--- config.mk ---
export PLATFORM = sky130hd
export DESIGN_NAME = mdp_axis_proj
export DESIGN_NICKNAME = d
export VERILOG_FILES = /design/src/rtl/core/masked_depth_to_point_assert.svh /design/src/rtl/core/mdp_pkg.sv /design/src/rtl/core/mdp_axis_proj.sv
export SDC_FILE = /design/constraint.sdc
export NUM_CORES = 2
export LEC_CHECK = 0
export BUFFER_PORTS_ARGS = -buffer_cell sky130_fd_sc_hd__buf_2
export CORE_MARGIN = 4
export CORE_UTILIZATION = 65
export DETAILED_ROUTE_END_ITERATION = 8
export GPL_ROUTABILITY_DRIVEN = 0
export GPL_TIMING_DRIVEN = 1
export PLACE_DENSITY = 0.82
export SLEW_MARGIN = 5
export SYNTH_ARGS = -nofsm -noshare
export SYNTH_HDL_FRONTEND = slang
export SYNTH_SLANG_ARGS = --single-unit
--- constraint.sdc ---
create_clock -name clk -period 16.55 [get_ports clk]
set_clock_uncertainty 0.15 [all_clocks]
set_input_delay 2.4825 -clock clk [delete_from_list [all_inputs] [get_ports clk]]
set_output_delay 2.4825 -clock clk [all_outputs]
set_load 0.005 [all_outputs]
--- src/rtl/core/masked_depth_to_point_assert.svh ---
// Assertion macros for the depth-to-point block.
`ifndef MASKED_DEPTH_TO_POINT_ASSERT_SVH
`define MASKED_DEPTH_TO_POINT_ASSERT_SVH

// Same-cycle implication, checked on every clock edge outside reset.
`define MDP_ASSERT_NOW(name, ante, cons, msg) \
  name: assert property (@(posedge clk) disable iff (rst) (ante) |-> (cons)) \
    else $error(msg);

// Implication with a delay set by the argument n.
`define MDP_ASSERT_DELAY(name, ante, cons, n, msg) \
  name: assert property (@(posedge clk) disable iff (rst) (ante) |-> ##n (cons)) \
    else $error(msg);

`endif

--- src/rtl/core/mdp_pkg.sv ---
// Shared types and constants for the depth-to-point block.
`default_nettype none

package mdp_pkg;

  // APB register map, one 32-bit word per register
  localparam int unsigned ADDR_W = 5;
  localparam int unsigned DATA_W = 32;

  typedef enum logic [2:0] {
    REG_BOX_LEFT    = 3'd0,
    REG_BOX_TOP     = 3'd1,
    REG_BOX_WIDTH   = 3'd2,
    REG_BOX_HEIGHT  = 3'd3,
    REG_CENTER_X    = 3'd4,
    REG_CENTER_Y    = 3'd5,
    REG_FOCAL_INV_X = 3'd6,
    REG_FOCAL_INV_Y = 3'd7
  } mdp_reg_t;

  localparam int unsigned DEPTH_W   = 16;
  localparam int unsigned CENTER_W  = 16;
  localparam int unsigned XY_W      = 24;
  localparam int unsigned FRAC_PIX  = 4;   // centers are in sixteenths of a pixel

  localparam int unsigned XY_POS_LIM = 8388607;
  localparam int unsigned XY_NEG_LIM = 8388608;

  localparam int unsigned CENTER_X_RESET  = 5120;
  localparam int unsigned CENTER_Y_RESET  = 3840;
  localparam int unsigned FOCAL_INV_RESET = 31957;

  // register stages from an accepted word to its result
  localparam int unsigned PIPE_STAGES = 5;

endpackage

`default_nettype wire

--- src/rtl/core/mdp_axis_proj.sv ---
// Five-stage back-projection of one image axis: offset, two multiplies, round, saturate.
`default_nettype none

module mdp_axis_proj import mdp_pkg::*; #(
  parameter int COORD_BITS      = 12,
  parameter int FOCAL_FRAC_BITS = 24
) (
  input  logic                       clk,
  input  logic [COORD_BITS-1:0]      coord,
  input  logic [CENTER_W-1:0]        center,
  input  logic [DEPTH_W-1:0]         depth,
  input  logic [FOCAL_FRAC_BITS-1:0] finv,
  output logic [XY_W-1:0]            point
);

  localparam int POS_W     = COORD_BITS + FRAC_PIX;
  localparam int MAG_W     = (POS_W > CENTER_W) ? POS_W : CENTER_W;
  localparam int P1_W      = MAG_W + DEPTH_W;
  localparam int FL        = FOCAL_FRAC_BITS / 2;
  localparam int FH        = FOCAL_FRAC_BITS - FL;
  localparam int PLO_W     = P1_W + FL;
  localparam int PHI_W     = P1_W + FH;
  localparam int SUM_W     = P1_W + FOCAL_FRAC_BITS + 1;
  localparam int OUT_SHIFT = FRAC_PIX + FOCAL_FRAC_BITS;
  localparam int QW        = SUM_W - OUT_SHIFT;

  // stage A: signed offset from the principal point
  logic [MAG_W-1:0]   pos_e;
  logic [MAG_W-1:0]   ctr_e;
  logic               neg_in;
  logic [MAG_W-1:0]   mag;
  logic               neg_a;
  logic [DEPTH_W-1:0] depth_a;

  assign pos_e  = MAG_W'({coord, {FRAC_PIX{1'b0}}});
  assign ctr_e  = MAG_W'(center);
  assign neg_in = ctr_e > pos_e;

  always_ff @(posedge clk) begin
    mag     <= neg_in ? (ctr_e - pos_e) : (pos_e - ctr_e);
    neg_a   <= neg_in;
    depth_a <= depth;
  end

  // stage B: offset times depth
  logic [P1_W-1:0] p1;
  logic            neg_b;

  always_ff @(posedge clk) begin
    p1    <= P1_W'(mag) * P1_W'(depth_a);
    neg_b <= neg_a;
  end

  // stage C: split the inverse focal length into two partial products
  logic [PLO_W-1:0] plo;
  logic [PHI_W-1:0] phi;
  logic             neg_c;

  always_ff @(posedge clk) begin
    plo   <= PLO_W'(p1) * PLO_W'(finv[FL-1:0]);
    phi   <= PHI_W'(p1) * PHI_W'(finv[FOCAL_FRAC_BITS-1:FL]);
    neg_c <= neg_b;
  end

  // stage D: combine, round half away from zero on the magnitude, drop fraction
  logic [SUM_W-1:0] full;
  logic [QW-1:0]    q;
  logic             neg_d;

  assign full = (SUM_W'(phi) << FL) + SUM_W'(plo) + (SUM_W'(1) << (OUT_SHIFT - 1));

  always_ff @(posedge clk) begin
    q     <= full[SUM_W-1:OUT_SHIFT];
    neg_d <= neg_c;
  end

  // stage E: clamp and apply the sign
  logic [QW-1:0] lim;
  logic [QW-1:0] qs;

  assign lim = neg_d ? QW'(XY_NEG_LIM) : QW'(XY_POS_LIM);
  assign qs  = (q > lim) ? lim : q;

  always_ff @(posedge clk) begin
    point <= neg_d ? XY_W'(~qs + QW'(1)) : XY_W'(qs);
  end

endmodule

`default_nettype wire
==> impl_metrics.ini <==
[final_layout]
final_common_cell = inv_1
mostFrequentLayoutCells = inv_1, fa_1, nand2_1
layout-drive-gt1-share = 0.0435
area_growth_pct = 4.15
nets = 5611

[timing]
rsz0062_at_grt = no
setup_viol_count_final = 0
fin_tns_setup_ns = 0
finalMaxSlewViolations = 0
tightest_slew_ns = 1.24
layout_min_cycle_time_ns = 8.44
max_slew_margin = 0.171
setup_slack_ns = 8.11
min_period_over_period = 0.510
hold_violations = 0
fmax_mhz = 118

[grt]
antenna_found_initial = 7
grt_max_degree = 57
grt_pass1_vias = 32000
grt_pass1_wl_mm = 155
grt_overflow = 0
grt.total_usage = 0.302

[critical_path]
path_class = input port to register
crit_fanout = 32
cp.depth = 19
worstPathRequired_ns = 16.76
startpoint_type = input port
cp-end-kind = register
worst_r2r_path_depth = 18
worst-path-buf-inv = 4
crit_path_frequent_cell = fa_1
critPathMaxStageDelay_ns = 0.57
cp_top_family = adder cells
crit_arrival_ns = 8.65
crit_path_cell_trace = buf_2 > nand2_1 > fa_1 > inv_1 > fa_1 > fa_1 > fa_1 > inv_1 > fa_1 > inv_1 > ha_1 > a2111oi_1 > a211oi_1 > o21ai_0 > nand4_1 > a31oi_1 > nor2_1 > nor2_1 > o311ai_0
cp_slowest_cell = fa_1

[job]
maxCapViolations = 0

[route]
wl_per_cell_um = 17.9
first_pass_iters = 6
vias = 29400
drtAntennaViolNets = 0
avgViaCountPerCell = 5.69
drt-total-wl_mm = 92.3
drcViolationCount = 0
drt_iter0_drc = 1984

[clock_tree]
cts_hold_buffers = 0
cts_resized = 0
cts_tree = yes
clkTransAtPathRegs_ns = 0.08
cts_buffers = 17
clock_tree.buffer_depth = 2
cts_setup_buffers = 0
clk_latency_ns = 0.51
htree_levels = 4
cts_root_buffer = clkbuf_16
clkSinkCount = 197

[min_path]
hold_path_depth = 0
min_path_type = register to register

[floorplan]
design.core.area_um2 = 59400
start_util = 0.661
rows = 89
ioPinCount = 93
die_area_um2 = 64400
fp.dieW_um = 254
fp.dieH_um = 254

[place]
detailed_place_hpwl_mm = 71.3
io_buffers = 92
post-place-ws_ns = 7.67

[logic_synthesis]
synth_area_um2 = 39200
synth-warning-count = 0
synth_xor_area_frac = 0.0290
yosysUniqueCellTypes = 87
synthCells = 4416
synthAdderAreaFrac = 0.524
yosys.area_share.simple = 0.165
ys_top_cells_by_area = fa_1, ha_1, dfxtp_1
synth_flop_cell = dfxtp_1
ys_seq_area_frac = 0.101
synth_mux_area_frac = 0.00233
synth_seq_cells = 197
synthDominantAreaCellType = fa_1
postSynthAreaPerCell_um2 = 8.88
async_flop_share = 0
synth_compound_area_frac = 0.0713
synth_edf_count = 0
synth_top_area_share = 0.405
synth_top_family_by_area = adder cells
syn-num-nets = 5653

[run_status]
status = complete, no violations
## kinds of logic after synthesis
family                     count (synthesis)
muxes                                      9
xor gates and xnor gates                 130
AOI/OAI and AO/OA                        426
DFF                                      197
and+or+nand+nor                         1369
adders and majority gates               1168
buffers and inverters                   1117
## metal layers
| layer | GRT usage | vias to the layer above | routed length (um) |
|---|---|---|---|
| met3 | 0.0739 | 278 | 8580 |
| met2 | 0.524 | 1254 | 45300 |
| met4 | 0.110 | 6 | 3320 |
| met5 | 0 | - | 33 |
| met1 | 0.369 | 14600 | 35100 |
| li1 | - | 13300 | - |
## through the flow
stage               hold slack [ns]   util  instances  instance area [um2]
global placement              0.161  0.678       5128                40200
CTS                           0.182  0.688       5160                40900
finish                        0.181  0.688       5163                40900
global route                  0.184  0.688       5162                40900
detailed placement            0.166  0.678       5128                40200
floorplan                     0.160      -       4416                39200
## sequential cells by signal (all words and copies together) (netlist names)
| register | cells |
|---|---|
| q | 29 |
| neg_b | 1 |
| phi | 44 |
| mag | 16 |
| neg_c | 1 |
| neg_a | 1 |
| depth_a | 16 |
| point | 24 |
| neg_d | 1 |
| p1 | 32 |
| plo | 32 |
## worst paths after layout
path	from	endpoint	slack, ns
min	neg_c$_DFF_P_	neg_d$_DFF_P_	0.18
max reg2reg	p1[5]$_DFF_P_	phi[43]$_DFF_P_	9.49
max	finv[19]	phi[43]$_DFF_P_	8.11
min reg2reg	neg_c$_DFF_P_	neg_d$_DFF_P_	0.18
## cell type report
cell class,instances,area [um2]
multi-input combinational,3102,31100
sequential,197,3950
timing repair buffer,130,746
tap,773,967
inverter,926,3480
clock inverter,15,203
fill,4531,18500
antenna,3,7.51
clock buffer,17,425
## synth_stat cells (19+ instances only)
cell / count
xor2_1: 33
o21ai_1: 23
o21a_1: 24
clkbuf_1: 184
a21oi_1: 133
a21o_1: 64
inv_1: 925
o21bai_1: 20
ha_1: 374
and2_1: 350
xnor2_1: 97
nor3_1: 39
nor2_1: 92
nand2_1: 730
nand4_1: 19
fa_1: 794
o21ai_0: 46
dfxtp_1: 197
nand3_1: 38
Power is not shown: default switching activity piles up to over one toggle a cycle in this logic, so the estimate is an artifact.
