## src/rtl/core/masked_depth_to_point_assert.svh

```systemverilog
// Assertion macros for the depth-to-point block.
`ifndef MASKED_DEPTH_TO_POINT_ASSERT_SVH
`define MASKED_DEPTH_TO_POINT_ASSERT_SVH

// Same-cycle implication, checked on every clock edge outside reset.
`define MDP_ASSERT_NOW(name, ante, cons, msg) \
  name: assert property (@(posedge clk) disable iff (rst) (ante) |-> (cons)) \
    else $error(msg);

// Implication with a delay set by the argument n.
`define MDP_ASSERT_DELAY(name, ante, cons, n, msg) \
  name: assert property (@(posedge clk) disable iff (rst) (ante) |-> ##n (cons)) \
    else $error(msg);

`endif

```

## src/rtl/core/mdp_pkg.sv

```systemverilog
// Shared types and constants for the depth-to-point block.
`default_nettype none

package mdp_pkg;

  // APB register map, one 32-bit word per register
  localparam int unsigned ADDR_W = 5;
  localparam int unsigned DATA_W = 32;

  typedef enum logic [2:0] {
    REG_BOX_LEFT    = 3'd0,
    REG_BOX_TOP     = 3'd1,
    REG_BOX_WIDTH   = 3'd2,
    REG_BOX_HEIGHT  = 3'd3,
    REG_CENTER_X    = 3'd4,
    REG_CENTER_Y    = 3'd5,
    REG_FOCAL_INV_X = 3'd6,
    REG_FOCAL_INV_Y = 3'd7
  } mdp_reg_t;

  localparam int unsigned DEPTH_W   = 16;
  localparam int unsigned CENTER_W  = 16;
  localparam int unsigned XY_W      = 24;
  localparam int unsigned FRAC_PIX  = 4;   // centers are in sixteenths of a pixel

  localparam int unsigned XY_POS_LIM = 8388607;
  localparam int unsigned XY_NEG_LIM = 8388608;

  localparam int unsigned CENTER_X_RESET  = 5120;
  localparam int unsigned CENTER_Y_RESET  = 3840;
  localparam int unsigned FOCAL_INV_RESET = 31957;

  // register stages from an accepted word to its result
  localparam int unsigned PIPE_STAGES = 5;

endpackage

`default_nettype wire

```

## src/rtl/core/mdp_cfg_regs.sv

```systemverilog
// APB configuration registers for box, principal point and inverse focal lengths.
`default_nettype none

module mdp_cfg_regs import mdp_pkg::*; #(
  parameter int COORD_BITS      = 12,
  parameter int FOCAL_FRAC_BITS = 24
) (
  input  logic                       clk,
  input  logic                       rst,
  input  logic                       psel,
  input  logic                       penable,
  input  logic                       pwrite,
  input  logic [ADDR_W-1:0]          paddr,
  input  logic [DATA_W-1:0]          pwdata,
  output logic [DATA_W-1:0]          prdata,
  output logic                       pready,
  output logic [COORD_BITS-1:0]      box_left,
  output logic [COORD_BITS-1:0]      box_top,
  output logic [COORD_BITS-1:0]      box_width,
  output logic [COORD_BITS-1:0]      box_height,
  output logic [CENTER_W-1:0]        center_x,
  output logic [CENTER_W-1:0]        center_y,
  output logic [FOCAL_FRAC_BITS-1:0] focal_inv_x,
  output logic [FOCAL_FRAC_BITS-1:0] focal_inv_y
);

  logic     wr_en;
  mdp_reg_t reg_sel;

  assign pready  = 1'b1;
  assign wr_en   = psel && penable && pwrite;
  assign reg_sel = mdp_reg_t'(paddr[ADDR_W-1:2]);

  always_ff @(posedge clk) begin
    if (rst) begin
      box_left    <= '0;
      box_top     <= '0;
      box_width   <= '0;
      box_height  <= '0;
      center_x    <= CENTER_W'(CENTER_X_RESET);
      center_y    <= CENTER_W'(CENTER_Y_RESET);
      focal_inv_x <= FOCAL_FRAC_BITS'(FOCAL_INV_RESET);
      focal_inv_y <= FOCAL_FRAC_BITS'(FOCAL_INV_RESET);
    end else if (wr_en) begin
      case (reg_sel)
        REG_BOX_LEFT:    box_left    <= pwdata[COORD_BITS-1:0];
        REG_BOX_TOP:     box_top     <= pwdata[COORD_BITS-1:0];
        REG_BOX_WIDTH:   box_width   <= pwdata[COORD_BITS-1:0];
        REG_BOX_HEIGHT:  box_height  <= pwdata[COORD_BITS-1:0];
        REG_CENTER_X:    center_x    <= pwdata[CENTER_W-1:0];
        REG_CENTER_Y:    center_y    <= pwdata[CENTER_W-1:0];
        REG_FOCAL_INV_X: focal_inv_x <= pwdata[FOCAL_FRAC_BITS-1:0];
        REG_FOCAL_INV_Y: focal_inv_y <= pwdata[FOCAL_FRAC_BITS-1:0];
        default: ;
      endcase
    end
  end

  always_comb begin
    case (reg_sel)
      REG_BOX_LEFT:    prdata = DATA_W'(box_left);
      REG_BOX_TOP:     prdata = DATA_W'(box_top);
      REG_BOX_WIDTH:   prdata = DATA_W'(box_width);
      REG_BOX_HEIGHT:  prdata = DATA_W'(box_height);
      REG_CENTER_X:    prdata = DATA_W'(center_x);
      REG_CENTER_Y:    prdata = DATA_W'(center_y);
      REG_FOCAL_INV_X: prdata = DATA_W'(focal_inv_x);
      REG_FOCAL_INV_Y: prdata = DATA_W'(focal_inv_y);
      default:         prdata = '0;
    endcase
  end

endmodule

`default_nettype wire

```

## config.mk

```make
export PLATFORM = sky130hd
export DESIGN_NAME = mdp_cfg_regs
export DESIGN_NICKNAME = d
export VERILOG_FILES = /design/src/rtl/core/masked_depth_to_point_assert.svh /design/src/rtl/core/mdp_pkg.sv /design/src/rtl/core/mdp_cfg_regs.sv
export SDC_FILE = /design/constraint.sdc
export NUM_CORES = 1
export LEC_CHECK = 0
export BUFFER_PORTS_ARGS = -buffer_cell sky130_fd_sc_hd__clkbuf_2
export CORE_AREA = 2 2 191 99
export CTS_CLUSTER_DIAMETER = 150
export DETAILED_ROUTE_END_ITERATION = 10
export DIE_AREA = 0 0 193 101
export SYNTH_ARGS = -nofsm -noshare
export SYNTH_HDL_FRONTEND = slang
export SYNTH_SLANG_ARGS = --single-unit
```

## constraint.sdc

```tcl
create_clock -name clk -period 2.8 [get_ports clk]
set_input_delay 0.42 -clock clk [delete_from_list [all_inputs] [get_ports clk]]
set_output_delay 0.42 -clock clk [all_outputs]
set_load 0.01 [all_outputs]
```

==> results.md, run 1 <==
| Quantity | Value |
|:---|:---|
| Outcome | completed |
| Post-layout net count | 938 |
| Fraction of the yosys area taken by sequential cells | 44.4% |
| Post-DRT Antenna Nets | 0 |
| Endpoints failing hold | 0 |
| CTS tree | built |
| RePlAce Congestion | 0.788 |
| Cell count after synthesis | 729 |
| Placeable core region | 18,000 sq um |
| Final setup viols | 0 |
| Cell-by-cell trace of the critical path | clkbuf_2 > nor2b_1 > buf_4 > a221oi_1 > a221oi_1 > nor2_1 > clkbuf_2 |
| Top-count cell post-synth | nand2_1 |
| Global router's overall resource usage | 22.7% |
| Most numerous cell types in the synthesized netlist | nand2_1 (224), dfxtp_1 (128), a21oi_1 (94) |
| Clock latency at the later pin of the worst-skew pair | 0.41 ns |
| Cell Area, Synth | 5770 sq um |
| CTS HTree Levels | 4 |
| Register cell area after layout | 2560 sq um |
| GRT Residual Overflow | 0 |
| Power density over the cells | 610 nW/um^2 |
| Post-Layout Inst Area | 7560 sq um |
| Row cnt | 35 |
| Cell Count, Final, Fillers Out | 1,149 |
| Worst Setup Slack, final | 0.187 ns |
| Starting DRC count in detailed routing | 470 |
| Global-route wire length before repair | 32.5 mm |
| Number of buffers inserted to repair setup after CTS | 0 |
| Number of buffers on the longest clock path | 2 |
| Maximum fanout along the worst path | 12 |
| Synth Register Bits | 128 |
| Hold buffer count at cts | 0 |
| Clk_skew | 0 ns |
| 1st-pass router iterations | 5 |
| Via density | 5.03 |
| Maximum number of pins on one net before global-route repair | 59 |
| Die Y | 101 um |
| Max-cap violations | 0 |
| Maximum clock rate | 383 MHz |
| Detailed-route wire length per cell | 19.3 um |
| Worst Max-Slew Pin Slew | 0.818 ns |
| Clock tree root buffer cell | clkbuf_16 |
| Async SR Flop Fraction | 0% |
| Area contributors post-synth | dfxtp_1 (44%), nand2_1 (15%), a21oi_1 (8.1%) |
| Setup crit end kind | output port |
| Clock slew seen by the registers of the worst setup and hold paths | 0.06 ns |
| X dimension of the die | 193 um |
| Synthesis-to-finish area growth | 30.9% |
| Number of instances in the placed design | 1,117 |
| Slowest cell delay on critical path | 0.60 ns |
| CTS resizes | 0 |
| Number of warnings printed during yosys synthesis | 0 |
| Antenna fix cells | 0 |
| Arrival time of the worst setup path | 2.19 ns |
| Detail Placement HPWL | 15.9 mm |
| Cell type with the largest total area after synthesis | dfxtp_1 |
| Ys flop type | dfxtp_1 |
| Unrepaired setup endpoints after global routing | no |
| Remaining design rule violation count | 0 |
| Family with the most delay on the worst path | compound AO/OA/AOI/OAI gates |
| Maximum ir drop on the vdd rail | 0.418 mV |
| Tightest slew margin relative to the limit | 45.5% |
| Fillcell total | 1,852 |
| Multi-input logic area | 2810 sq um |
| Share of the synthesized area in the top cell type | 44.4% |
| Total negative setup slack | 0 ns |
| Post-layout min period | 2.61 ns |
| Number of sinks on the clock net | 128 |
| Startpoint types | input pin |
| Number of port buffers | 183 |
| Count of flip-flops with a built-in enable after synthesis | 0 |
| Num ports | 203 |
| Via count of the first global-routing pass | 5,134 |
| Initial core utilization | 32.2% |
| Total leakage power | 3.21 nW |
| Average cell area after synthesis | 7.92 sq um |
| Path type of the worst setup path | in2out |
| Distinct cell type count after synthesis | 35 |
| Max Transition Viols Final | 0 |
| Post-Place Setup Slack | 0.281 ns |
| Total detailed-routing wirelength | 22.2 mm |
| Worst path required time | 2.38 ns |
| Period Utilization, post-route | 93.3% |
| Placement-stage cell area | 6930 sq um |
| Type of the most critical hold path | in2reg |
| Clock buffers created by TritonCTS | 17 |
| Highest-delay cell along the critical path | a221oi_1 |
| Sum of buffers and inverters on the critical path | 3 |
| Die outline area | 19,500 sq um |
| Number of antenna violations at the first check in global routing | 0 |
| Vias | 5,782 |
| Layout cell share with drive strength beyond 1 | 29.8% |
cell families after synthesis:
family | share of synthesized area, %
and+or+nand+nor | 24.3
AOI/OAI and AO/OA | 14.8
DFF | 44.4
buffers and inverters | 7.52
muxes | 8.93
other | 0.130
registers in the layout (all words and copies together) (netlist names):
name	count
box_left	12
box_width	12
box_height	12
focal_inv_y	24
center_x	16
focal_inv_x	24
box_top	12
center_y	16
worst min-delay path, stage by stage:
cell      delay [ns]
clkbuf_2        0.09
nand2_1         0.05
a21oi_1         0.05
per-stage QoR:
step | hold slack, ns | utilization (%) | total power, mW
after floorplan | 0.489 | - | 2.10
after global placement | 0.458 | 38.6 | 2.25
after detailed placement | 0.465 | 38.6 | 2.25
after CTS | 0.221 | 42.1 | 4.63
after global routing | 0.222 | 42.1 | 4.75
final | 0.239 | 42.1 | 4.61
worst paths after layout:
path                                start                           end  slack, ns  depth (start not counted)
max reg2reg    box_height[1]$_SDFFE_PP0P_    box_height[1]$_SDFFE_PP0P_       2.04                          2
max                              paddr[3]                    prdata[11]       0.19                          7
min reg2reg  focal_inv_x[17]$_SDFFE_PP0P_  focal_inv_x[17]$_SDFFE_PP0P_       0.47                          2
min                            pwdata[21]  focal_inv_y[21]$_SDFFE_PP0P_       0.24                          3
where the power goes:
group / total (mW) / internal (mW) / switching, mW
clock network: 2.39 / 1.51 / 0.882
logic: 0.363 / 0.128 / 0.236
registers: 1.85 / 1.84 / 0.0137
total: 4.61 / 3.48 / 1.13
layout make-up:
cell class / count / share of cell area (%)
Multi-Input combinational cell: 520 / 37.2
Clock inverter: 14 / 2.52
Tap cell: 240 / 3.97
Clock buffer: 18 / 5.81
Timing Repair Buffer: 217 / 16.0
Inverter: 12 / 0.596
Sequential cell: 128 / 33.9
layout by cell type, fill, tap and decap left out, types with 3 or more instances in the layout:
cell          n
mux2_2        8
clkinv_2      3
dfxtp_1     128
mux4_2        4
nand2b_1      3
and2_1        4
or2_1         4
a22o_1       11
buf_4        32
bufinv_16     4
nand2_1     224
clkbuf_2    182
nand3b_1     27
a221oi_1     21
conb_1        9
buf_12        3
a21oi_1      94
or3_1         3
mux2i_1      29
clkbuf_16    17
nor2_1       43
clkinvlp_4    5
o21ai_0      14
nor2_2        6
mux2_1        4
inv_1        12
metal layers:
| layer | vias up | GRT usage (%) | share of wire (%) |
|---|---|---|---|
| met1 | 2781 | 35.6 | 52 |
| met3 | 13 | 7.31 | 9.5 |
| met5 | - | 0 | 0 |
| li1 | 2749 | - | - |
| met2 | 239 | 29.7 | 38 |
| met4 | 0 | 3.96 | 0.58 |
Power figures use the tool's default switching activity.
==> inputs of run 2 (changes only) <==
--- a/config.mk
+++ b/config.mk
@@ -6,10 +6,12 @@
 export NUM_CORES = 1
 export LEC_CHECK = 0
 export BUFFER_PORTS_ARGS = -buffer_cell sky130_fd_sc_hd__clkbuf_2
-export CORE_AREA = 2 2 191 99
+export CORE_AREA = 2 2 97 193
 export CTS_CLUSTER_DIAMETER = 150
+export CTS_CLUSTER_SIZE = 12
 export DETAILED_ROUTE_END_ITERATION = 10
-export DIE_AREA = 0 0 193 101
+export DIE_AREA = 0 0 99 195
+export RECOVER_POWER = 25
 export SYNTH_ARGS = -nofsm -noshare
 export SYNTH_HDL_FRONTEND = slang
 export SYNTH_SLANG_ARGS = --single-unit
==> results.md, run 2 (synthesis results as in run 1) <==
| Quantity | Value |
|:---|:---|
| Placeable core region | 17,700 sq um |
| Final setup viols | 0 |
| Clock slew seen by the registers of the worst setup and hold paths | 0.06 ns |
| Number of buffers on the longest clock path | 2 |
| Type of the most critical hold path | in2reg |
| Number of sinks on the clock net | 128 |
| Family with the most delay on the worst path | buffers and inverters |
| Post-Layout Inst Area | 7340 sq um |
| Number of port buffers | 183 |
| Most common cell after layout, fill and taps aside | nand2_1 |
| CTS resizes | 0 |
| Global router's overall resource usage | 21.4% |
| Regs by FF count | focal_inv_x (24), focal_inv_y (24) |
| Maximum number of pins on one net before global-route repair | 129 |
| Fillcell total | 1,818 |
| Number of antenna violations at the first check in global routing | 0 |
| Clock tree root buffer cell | clkbuf_16 |
| Maximum fanout along the worst path | 16 |
| Die outline area | 19,300 sq um |
| Starting DRC count in detailed routing | 363 |
| Die Y | 195 um |
| Maximum clock rate | 396 MHz |
| Layout cell share with drive strength beyond 1 | 20.8% |
| Row cnt | 69 |
| Hold buffer count at cts | 0 |
| RePlAce Congestion | 0.845 |
| Fin Hold WS | 0.239 ns |
| Via count of the first global-routing pass | 5,281 |
| Global-route wire length before repair | 31.4 mm |
| Post-layout net count | 923 |
| Register cell area after layout | 2560 sq um |
| Total detailed-routing wirelength | 20.9 mm |
| X dimension of the die | 99 um |
| Max Transition Viols Final | 0 |
| Slowest cell delay on critical path | 0.37 ns |
| CTS HTree Levels | 4 |
| Clock latency at the later pin of the worst-skew pair | 0.41 ns |
| Vias | 5,607 |
| Cell-by-cell trace of the critical path | clkbuf_2 > buf_12 > mux2_1 > a22o_1 > a221oi_1 > nor2_1 > clkbuf_2 |
| Total negative setup slack | 0 ns |
| GRT Residual Overflow | 0 |
| Synthesis-to-finish area growth | 27.2% |
| Via density | 5.07 |
| Clk_skew | 0 ns |
| CTS tree | built |
| Clock buffers created by TritonCTS | 17 |
| Maximum ir drop on the vdd rail | 0.444 mV |
| Post-DRT Antenna Nets | 0 |
| Num ports | 203 |
| Multi-input logic area | 2810 sq um |
| Initial core utilization | 32.6% |
| Unrepaired setup endpoints after global routing | no |
| Highest-delay cell along the critical path | mux2_1 |
| Detailed-route wire length per cell | 18.8 um |
| Outcome | completed |
| Total leakage power | 2.93 nW |
| Startpoint types | input pin |
| Placement-stage cell area | 6780 sq um |
| Tightest slew margin relative to the limit | 22.1% |
| Post-layout utilization of the core | 41.5% |
| Period Utilization, post-route | 90.2% |
| Path type of the worst setup path | in2out |
| Worst Max-Slew Pin Slew | 1.17 ns |
| Power density over the cells | 629 nW/um^2 |
| Max-cap violations | 0 |
| Endpoints failing hold | 0 |
| Remaining design rule violation count | 0 |
| Most frequent cells in the layout | nand2_1 (224), dfxtp_1 (128), clkbuf_2 (114) |
| Worst path required time | 2.38 ns |
| Number of buffers inserted to repair setup after CTS | 0 |
| Cell mode on critical path | clkbuf_2 |
| 1st-pass router iterations | 7 |
| Arrival time of the worst setup path | 2.10 ns |
| Setup crit end kind | output port |
| Total chip power | 4.62 mW |
| Antenna fix cells | 0 |
| Post-layout min period | 2.52 ns |
| Sum of buffers and inverters on the critical path | 3 |
| Detail Placement HPWL | 15.0 mm |
[run 2: changes by cell type in the layout (fill, tap and decap cells not counted), moves of 2 or more]
cell        delta
clkbuf_2      -68
buf_4         -16
clkbuf_1      +70
clkinvlp_4     -2
[run 2: layout make-up]
cell class / instances / share of cell area, %
timing repair buffer: 202 / 13.8
clock inverter: 13 / 2.85
multi-input combinational: 520 / 38.2
clock buffer: 19 / 6.03
inverter: 12 / 0.613
sequential: 128 / 34.9
tap: 213 / 3.63
[run 2: worst paths after layout]
| check | startpoint | to | slack, ns | cells after the start |
|---|---|---|---|---|
| setup / recovery | paddr[3] | prdata[8] | 0.28 | 7 |
| hold reg to reg | center_y[0]$_SDFFE_PP0P_ | center_y[0]$_SDFFE_PP0P_ | 0.47 | 2 |
| hold / removal | pwdata[22] | focal_inv_y[22]$_SDFFE_PP0P_ | 0.24 | 3 |
| setup reg to reg | box_height[3]$_SDFFE_PP0P_ | box_height[3]$_SDFFE_PP0P_ | 2.01 | 2 |
[run 2: where the power goes]
group / internal, mW / leakage, nW / switching, mW
Clock: 1.60 / 0.310 / 0.838
Sequential: 1.84 / 1.03 / 0.0131
Combinational: 0.113 / 1.59 / 0.216
Total: 3.56 / 2.93 / 1.07
[run 2: stage by stage]
stage                     cells  setup slack, ns
after detailed placement   1075            0.237
after global routing       1107            0.225
after floorplan             736            0.885
after CTS                  1107            0.301
final                      1107            0.275
after global placement     1075            0.308
[run 2: worst register-to-register path, delay by kind of cell, from the launching register on]
family,cells,cell delay [ns]
flip-flops,1,0.41
AO/OA/AOI/OAI,2,0.31
[run 2: routing by layer]
layer  GRT usage [%]  part of all wire, %  up-vias  wire, um
met1            22.3                   36     2645      7440
met5               0                    0        -         0
met2            39.1                   54      214     11300
met3            4.33                  5.5       36      1160
met4            11.7                  4.5        0       929
li1                -                    -     2712         -
==> inputs of run 3 (changes only) <==
--- a/config.mk
+++ b/config.mk
@@ -8,9 +8,10 @@
 export BUFFER_PORTS_ARGS = -buffer_cell sky130_fd_sc_hd__clkbuf_2
 export CORE_AREA = 2 2 97 193
 export CTS_CLUSTER_DIAMETER = 150
-export CTS_CLUSTER_SIZE = 12
+export CTS_CLUSTER_SIZE = 8
 export DETAILED_ROUTE_END_ITERATION = 10
 export DIE_AREA = 0 0 99 195
+export GPL_TIMING_DRIVEN = 0
 export RECOVER_POWER = 25
 export SYNTH_ARGS = -nofsm -noshare
 export SYNTH_HDL_FRONTEND = slang
==> results.md, run 3 (synthesis results as in run 1) <==
| Quantity | Value |
|:---|:---|
| Outcome | completed |
| Number of antenna violations at the first check in global routing | 0 |
| Fillcell total | 1,853 |
| FF-to-FF setup slack | 2.06 ns |
| Most common cell after layout, fill and taps aside | nand2_1 |
| Reg-to-reg critical path startpoint | center_y[0]$_SDFFE_PP0P_ |
| GRT Residual Overflow | 0 |
| Detail Placement HPWL | 18.3 mm |
| Number of port buffers | 169 |
| Remaining design rule violation count | 0 |
| Post-layout min period | 2.63 ns |
| Number of sinks on the clock net | 128 |
| 1st-pass router iterations | 8 |
| Clk_skew | 0 ns |
| Global router's overall resource usage | 24.1% |
| Period Utilization, post-route | 93.8% |
| Number of buffers inserted to repair setup after CTS | 0 |
| Global-route wire length before repair | 34.8 mm |
| Maximum fanout along the worst path | 10 |
| CTS tree | built |
| Most frequent cells in the layout | nand2_1 (224), dfxtp_1 (128), clkbuf_2 (127) |
| Total chip power | 4.36 mW |
| Antenna fix cells | 0 |
| Vias | 5,958 |
| Hold Startpoint | pwdata[19] |
| Multi-input logic area | 2780 sq um |
| Path type of the worst setup path | in2out |
| Worst path required time | 2.38 ns |
| Power density over the cells | 589 nW/um^2 |
| Final setup viols | 0 |
| Post-layout net count | 966 |
| Placeable core region | 17,700 sq um |
| Number of buffers on the longest clock path | 2 |
| Tightest slew margin relative to the limit | 52.1% |
| Clock slew seen by the registers of the worst setup and hold paths | 0.06 ns |
| Clock tree root buffer cell | clkbuf_16 |
| Critical Path Sink | prdata[6] |
| Maximum number of pins on one net before global-route repair | 17 |
| Layout cell share with drive strength beyond 1 | 22.7% |
| Starting DRC count in detailed routing | 384 |
| Startpoint types | input pin |
| CTS resizes | 0 |
| X dimension of the die | 99 um |
| Row cnt | 69 |
| Total negative setup slack | 0 ns |
| Die outline area | 19,300 sq um |
| Via count of the first global-routing pass | 5,898 |
| Post-Place Setup Slack | 0.220 ns |
| Post-DRT Antenna Nets | 0 |
| Unrepaired setup endpoints after global routing | no |
| Total detailed-routing wirelength | 23.5 mm |
| Clock buffers created by TritonCTS | 17 |
| Worst Max-Slew Pin Slew | 0.719 ns |
| Synthesis-to-finish area growth | 28.2% |
| Startpoint of the worst setup timing path | paddr[4] |
| Clock latency at the later pin of the worst-skew pair | 0.42 ns |
| Via density | 5.19 |
| Regs by FF count | focal_inv_x (24), focal_inv_y (24) |
| Num ports | 203 |
| Worst reg2reg path depth | 2 |
| RePlAce Congestion | 0.926 |
| Endpoints failing hold | 0 |
| Post-layout utilization of the core | 41.8% |
| Maximum ir drop on the vdd rail | 0.402 mV |
| Die Y | 195 um |
| Hold buffer count at cts | 0 |
| Setup crit end kind | output port |
| CTS HTree Levels | 4 |
| Maximum clock rate | 381 MHz |
| Max Transition Viols Final | 0 |
| Register cell area after layout | 2560 sq um |
| Type of the most critical hold path | in2reg |
| Worst Setup Slack, final | 0.175 ns |
| Arrival time of the worst setup path | 2.21 ns |
| Endpoint of the lowest-slack register-to-register path | center_y[0]$_SDFFE_PP0P_ |
| Max-cap violations | 0 |
| Detailed-route wire length per cell | 20.5 um |
| Total leakage power | 3.03 nW |
| Initial core utilization | 32.6% |
-- run 3: power breakdown --
part | leakage (nW) | internal (mW) | switching, mW
logic | 1.71 | 0.120 | 0.243
clock network | 0.281 | 1.35 | 0.797
registers | 1.03 | 1.84 | 0.0141
total | 3.03 | 3.31 | 1.05
-- run 3: per-layer routing --
metal	track usage (%)	share of wire [%]
met1	23.2	34
met2	43.3	53
met3	5.65	5.8
met4	17.6	7.0
met5	0	0
-- run 3: layout make-up --
class | count | area share, %
buffer | 76 | 5.22
clock buffer | 25 | 6.97
clock inverter | 5 | 0.710
inverter | 12 | 0.609
multi-input combinational | 520 | 37.5
sequential | 128 | 34.6
tap | 213 | 3.60
timing repair buffer | 169 | 10.7
-- run 3: through the flow --
| stage | cell area (sq um) | hold WS [ns] | std cells |
|---|---|---|---|
| global placement | 6910 | 0.453 | 1118 |
| floorplan | 5800 | 0.489 | 736 |
| global route | 7400 | 0.235 | 1148 |
| CTS | 7480 | 0.221 | 1148 |
| finish | 7400 | 0.230 | 1148 |
| detailed placement | 6910 | 0.458 | 1118 |
-- run 3: worst min-delay path by stage --
| stage | endpoint | slack [ns] | cells past startpoint |
|---|---|---|---|
| after global routing | focal_inv_x[19]$_SDFFE_PP0P_ | 0.23 | 3 |
| final | focal_inv_x[19]$_SDFFE_PP0P_ | 0.23 | 3 |
| after global placement | center_y[2]$_SDFFE_PP0P_ | 0.45 | 2 |
| after detailed placement | center_y[2]$_SDFFE_PP0P_ | 0.46 | 2 |
| after CTS | focal_inv_x[19]$_SDFFE_PP0P_ | 0.22 | 3 |
| after floorplan | box_width[6]$_SDFFE_PP0P_ | 0.49 | 2 |
-- run 3: critical path, cell delays in order --
cell and delay [ns]:
clkbuf_2 0.11, buf_2 0.22, buf_1 0.53, nand2_2 0.32
nor2_1 0.22, o32a_1 0.23, clkbuf_2 0.15
